===== src/hw/rtl/isocc_pkg.sv =====
// shared constants and register codes for the isosurface cell classifier
package isocc_pkg;

  localparam int GRID_SIZE_DEF    = 256;
  localparam int SAMPLE_WIDTH_DEF = 16;
  localparam int N_CORNERS        = 8;
  localparam int STEPS_PER_STAGE  = 4;
  localparam int CFG_IDX_W        = 3;

  typedef enum logic [CFG_IDX_W-1:0] {
    REG_THRESHOLD,
    REG_CYCLE_LENGTH,
    REG_CUT_X_LOW,
    REG_CUT_X_HIGH,
    REG_CUT_Y_LOW,
    REG_CUT_Y_HIGH,
    REG_CUT_Z_LOW,
    REG_CUT_Z_HIGH
  } cfg_reg_t;

endpackage


===== src/hw/rtl/isocc_rem_steps.sv =====
// STEPS restoring remainder steps for one corner lane, msb of the chunk first
module isocc_rem_steps #(
  parameter int DIV_W = isocc_pkg::SAMPLE_WIDTH_DEF - 1,
  parameter int STEPS = isocc_pkg::STEPS_PER_STAGE
) (
  input  logic [DIV_W-1:0] divisor,
  input  logic [DIV_W-1:0] rem_in,
  input  logic [STEPS-1:0] bits_in,
  output logic [DIV_W-1:0] rem_out
);

  logic [DIV_W:0]   t;
  logic [DIV_W-1:0] r;

  always_comb begin
    r = rem_in;
    t = '0;
    for (int i = STEPS - 1; i >= 0; i--) begin
      t = {r, bits_in[i]};
      if (t >= {1'b0, divisor}) begin
        t = t - {1'b0, divisor};
      end
      r = t[DIV_W-1:0];
    end
    rem_out = r;
  end

endmodule


===== config.mk =====
export PLATFORM = sky130hd
export DESIGN_NAME = isocc_rem_steps
export DESIGN_NICKNAME = d
export VERILOG_FILES = /design/src/hw/rtl/isocc_pkg.sv /design/src/hw/rtl/isocc_rem_steps.sv
export SDC_FILE = /design/constraint.sdc
export NUM_CORES = 1
export LEC_CHECK = 0
export ABC_AREA = 1
export BUFFER_PORTS_ARGS = -buffer_cell sky130_fd_sc_hd__buf_2
export CAP_MARGIN = 15
export CORE_MARGIN = 4
export CORE_UTILIZATION = 68
export DETAILED_ROUTE_END_ITERATION = 10
export GPL_TIMING_DRIVEN = 0
export PLACE_DENSITY_LB_ADDON = 0.05
export SETUP_SLACK_MARGIN = 0.02
export SLEW_MARGIN = 20
export SYNTH_ARGS = -nofsm -noshare
export SYNTH_HDL_FRONTEND = slang
export SYNTH_SLANG_ARGS = --single-unit

===== constraint.sdc =====
create_clock -name vclk -period 36.3
set_input_delay 9.075 -clock vclk [all_inputs]
set_output_delay 9.075 -clock vclk [all_outputs]
set_load 0.01 [all_outputs]

# Word-level counts from Yosys, hierarchy flattened
# Index checks and enable logic that the tools add are counted.
[word_totals]
word_cells = 12
ff_bits = 0
inputBits = 34
[classes]
n_lt_le_gt_ge = 4
muxes = 4
add_sub_neg = 4
[op_table]
columns = ["operator", "n"]
rows = [
  ["$ge A16 B15 Y1", 4],
  ["$mux W15", 4],
  ["$sub A15 B15 Y15", 4],
]

# Longest topological paths before layout
[depth]
word_depth = 8
ltp_mapped = 57

# Least setup slack after synthesis
# OpenSTA, ideal clock, no wires.
[synth_timing]
path_type = "input to output"
start = "input port bits_in[3]"
end = "output port rem_out[10]"
path_slack_ns = 11.604
t_arrival_ns = 15.621
path_stages = 54
path_cell_list = "inv_1 ha_1 inv_1 fa_1 nand3_1 nand3_1 nand2_1 nand3_1 nand2_1 nand2_2 inv_2 buf_2 nand2_1 nand2_1 inv_1 ha_1 nand2_1 nand2_1 (+18 left out) nand2_1 inv_1 nand3_4 buf_4 nand2_1 nand2_1 ha_1 a21o_1 a221oi_1 nand3_1 nand3_1 nand2_1 a21oi_1 nand2_4 nor2_8 buf_6 nand2_1 nand2_1"
[synth_via]
elab_chain_cells = 8
elab_cells_between_ends = 12
cone_classes = "add/sub: 4; order compare: 4; mux: 4"
[synth_lines]
columns = ["element", "line", "source"]
rows = [
  ["from (decl)", "isocc_rem_steps.sv:8", "input logic [STEPS-1:0] bits_in,"],
  ["$sub A15 B15 Y15 or $ge A16 B15 Y1 (tied branches)", "isocc_rem_steps.sv:21, isocc_rem_steps.sv:20", ""],
  ["$mux W15 (*)", "isocc_rem_steps.sv:20", "if (t >= {1'b0, divisor}) begin"],
  ["$sub A15 B15 Y15 or $ge A16 B15 Y1 (tied branches)", "isocc_rem_steps.sv:21, isocc_rem_steps.sv:20", ""],
  ["$mux W15 (*)", "isocc_rem_steps.sv:20", ""],
  ["$sub A15 B15 Y15 or $ge A16 B15 Y1 (tied branches)", "isocc_rem_steps.sv:21, isocc_rem_steps.sv:20", ""],
  ["$mux W15 (*)", "isocc_rem_steps.sv:20", ""],
  ["$sub A15 B15 Y15 or $ge A16 B15 Y1 (tied branches)", "isocc_rem_steps.sv:21, isocc_rem_steps.sv:20", ""],
  ["$mux W15 (*)", "isocc_rem_steps.sv:20", ""],
  ["to (decl)", "isocc_rem_steps.sv:9", "output logic [DIV_W-1:0] rem_out"],
]
# Every way passes the cells marked *; elsewhere a longest branch is shown, timed or not.

# Worst setup path after layout
[layout_timing]
start = "input port divisor[1]"
end = "output port rem_out[0]"
[layout_via]
elab_chain_cells = 8
elab_cells_between_ends = 11
cone_classes = "add/sub: 3; order compare: 4; mux: 4"
[layout_lines]
columns = ["element", "line", "source"]
rows = [
  ["from (decl)", "isocc_rem_steps.sv:6", "input logic [DIV_W-1:0] divisor,"],
  ["$sub A15 B15 Y15 or $ge A16 B15 Y1 (tied branches)", "isocc_rem_steps.sv:21, isocc_rem_steps.sv:20", ""],
  ["$mux W15", "isocc_rem_steps.sv:20", ""],
  ["$sub A15 B15 Y15 or $ge A16 B15 Y1 (tied branches)", "isocc_rem_steps.sv:21, isocc_rem_steps.sv:20", ""],
  ["$mux W15", "isocc_rem_steps.sv:20", ""],
  ["$sub A15 B15 Y15 or $ge A16 B15 Y1 (tied branches)", "isocc_rem_steps.sv:21, isocc_rem_steps.sv:20", ""],
  ["$mux W15", "isocc_rem_steps.sv:20", ""],
  ["$ge A16 B15 Y1 (*)", "isocc_rem_steps.sv:20", ""],
  ["$mux W15 (*)", "isocc_rem_steps.sv:20", ""],
]
# Marked as above.

==> flow_summary.json <==
{
  "pre_cts_ws_ps": 9968,
  "grt_overflow": 0,
  "rsz0062_at_grt": "false",
  "antenna_found_initial": 0,
  "tns_ps": 0,
  "max-slew-margin-rel_pct": 57.95,
  "ant_nets": 0,
  "power.density_nw_per_um2": 110.6,
  "setup_viol": 0,
  "wire_per_inst_um": 14.30,
  "fin_hold_ws_ps": 18550,
  "slew_violations": 0,
  "io_buffers": 49,
  "n_fill_cell": 512,
  "fp.coreArea_um2": 5574,
  "crit_fanout": 10,
  "viasPerCell": 5.697,
  "dr_total_vias": 4717,
  "final_nets": 856,
  "grt_max_degree": 11,
  "grt_pass1_wl_um": 19710,
  "dp_hpwl_um": 10260,
  "min_from": "bits_in[0]",
  "ys_seq_area_share_pct": 0,
  "finalHoldViolations": 0,
  "hold_path_end": "rem_out[0]",
  "grt_pass1_vias": 4422,
  "gp_congestion": 0.9845,
  "hold_class": "in2out",
  "initial_core_util_pct": 70.82,
  "final_common_cell": "nand2_1",
  "hold_buffers": 0,
  "startpoint_type": "primary input",
  "die_y_um": 84.19,
  "yosys_warnings": 0,
  "cts_setup_buffers": 0,
  "cp.arrival_ps": 17420,
  "drc": 0,
  "synth_area_um2": 3948,
  "nClkBuffers": 0,
  "whs_path_depth": 4,
  "syn_to_final_growth_pct": 8.495,
  "leakage_nw": 2.532,
  "antenna_cells": 0,
  "flops_and_latches": 0,
  "dieArea_um2": 7088,
  "drive_gt1_share_pct": 12.70,
  "die_w_um": 84.19,
  "worst_slack_ps": 9804,
  "final-seq-area_um2": 0,
  "syn_nets": 805,
  "fin_crit_ps": 26500,
  "ctsResizeCount": 0,
  "grt.total_usage_pct": 32.81,
  "drtIter0Drc": 328,
  "synth_cells": 707,
  "outcome": "finished clean",
  "required_ps": 27230,
  "cp_slowest_stage_delay_ps": 530,
  "synth.distinct_cells": 40,
  "wl_um": 11840,
  "slowest_stage": "fa_1",
  "end_kind": "output pin",
  "clock.fmax_mhz": 37.74,
  "layout_common_cells": "247 x nand2_1, 98 x inv_1, 60 x ha_1, 51 x buf_2, 49 x nand3_1",
  "first_pass_iters": 5,
  "drv_cap": 0,
  "num_rows": 27,
  "worst_ir_drop_vdd_uv": 120.9,
  "crit_top_cell": "nand2_1",
  "worstMarginPinSlew_ps": 624.1,
  "ioPinCount": 49,
  "synth.avg_cell_area_um2": 5.584,
  "multiInputGateArea_um2": 3485,
  "path_class": "in2out",
  "post-route-period-util_pct": 72.99
}
-- final cells by class --
cell class / count / share of cell area [%]
Multi-Input combinational cell: 594 / 81.36
Inverter: 106 / 9.349
Timing Repair Buffer: 49 / 5.726
Tap cell: 72 / 2.103
Buffer: 7 / 1.461
-- stage by stage --
stage | utilization (%) | std cells | area [um2] | power (mW)
after floorplan | - | 707 | 3948 | 0.3488
after detailed placement | 76.84 | 828 | 4283 | 0.4652
after global routing | 76.84 | 828 | 4283 | 0.5285
final | 76.84 | 828 | 4283 | 0.4737
after CTS | 76.84 | 828 | 4283 | 0.4663
after global placement | 76.84 | 828 | 4283 | 0.4515
-- worst max-delay path, delay by kind of cell --
family          cells  cell delay [ps]
compound gates      6             1400
simple gates       31             3280
fa+ha+maj           4             1690
buf+inv            13             1950
-- metal layers --
layer | global-route usage, % | wire length, um | vias to the layer above
met1 | 39.79 | 4952 | 2105
met3 | 1.766 | 746 | 32
li1 | - | - | 2398
met4 | 11.40 | 405 | 0
met2 | 60.83 | 5735 | 182
met5 | 0 | 0 | -
-- cells in the mapped netlist, drive strengths merged, types with 2 or more instances --
library cell | number | share of area [%]
buf | 7 | 1.6
ha | 60 | 19
a21oi | 46 | 6.0
nand3 | 54 | 7.9
inv | 105 | 10
o21bai | 6 | 1.1
a21o | 3 | 0.57
nor4 | 2 | 0.32
xor2 | 24 | 5.3
o21ai | 40 | 5.8
a21boi | 3 | 0.57
nand4 | 9 | 1.4
fa | 4 | 2.0
or2 | 5 | 0.79
xnor2 | 18 | 4.0
nand2 | 256 | 25
o31ai | 2 | 0.38
nor3 | 12 | 1.5
a31oi | 3 | 0.48
nor2 | 42 | 4.8
-- cell families (layout without fill, tap and decap cells) --
logic type	count (synthesis)	in the layout	synth area share, %
xor gates and xnor gates	42	42	9.318
AOI/OAI and AO/OA	106	106	15.63
and+or+nand+nor	382	382	42.28
buffers and inverters	113	162	11.73
adders and majority gates	64	64	21.05
-- report_power, final --
| group | switching, mW | internal [mW] |
|---|---|---|
| clock | 0 | 0 |
| combinational | 0.292 | 0.182 |
| sequential | 0 | 0 |
| total | 0.292 | 0.182 |
-- how the worst max path moves through the flow --
stage,startpoint,end,slack [ps],cells after the start
2_1_floorplan,bits_in[3],rem_out[10],11600,54
3_3_place_gp,divisor[1],rem_out[13],10180,51
3_5_place_dp,divisor[1],rem_out[0],9970,51
4_1_cts,divisor[1],rem_out[0],9960,54
5_1_grt,divisor[1],rem_out[8],9100,55
6_report,divisor[1],rem_out[0],9800,54
Note: power is estimated with default switching activity, not from simulation.
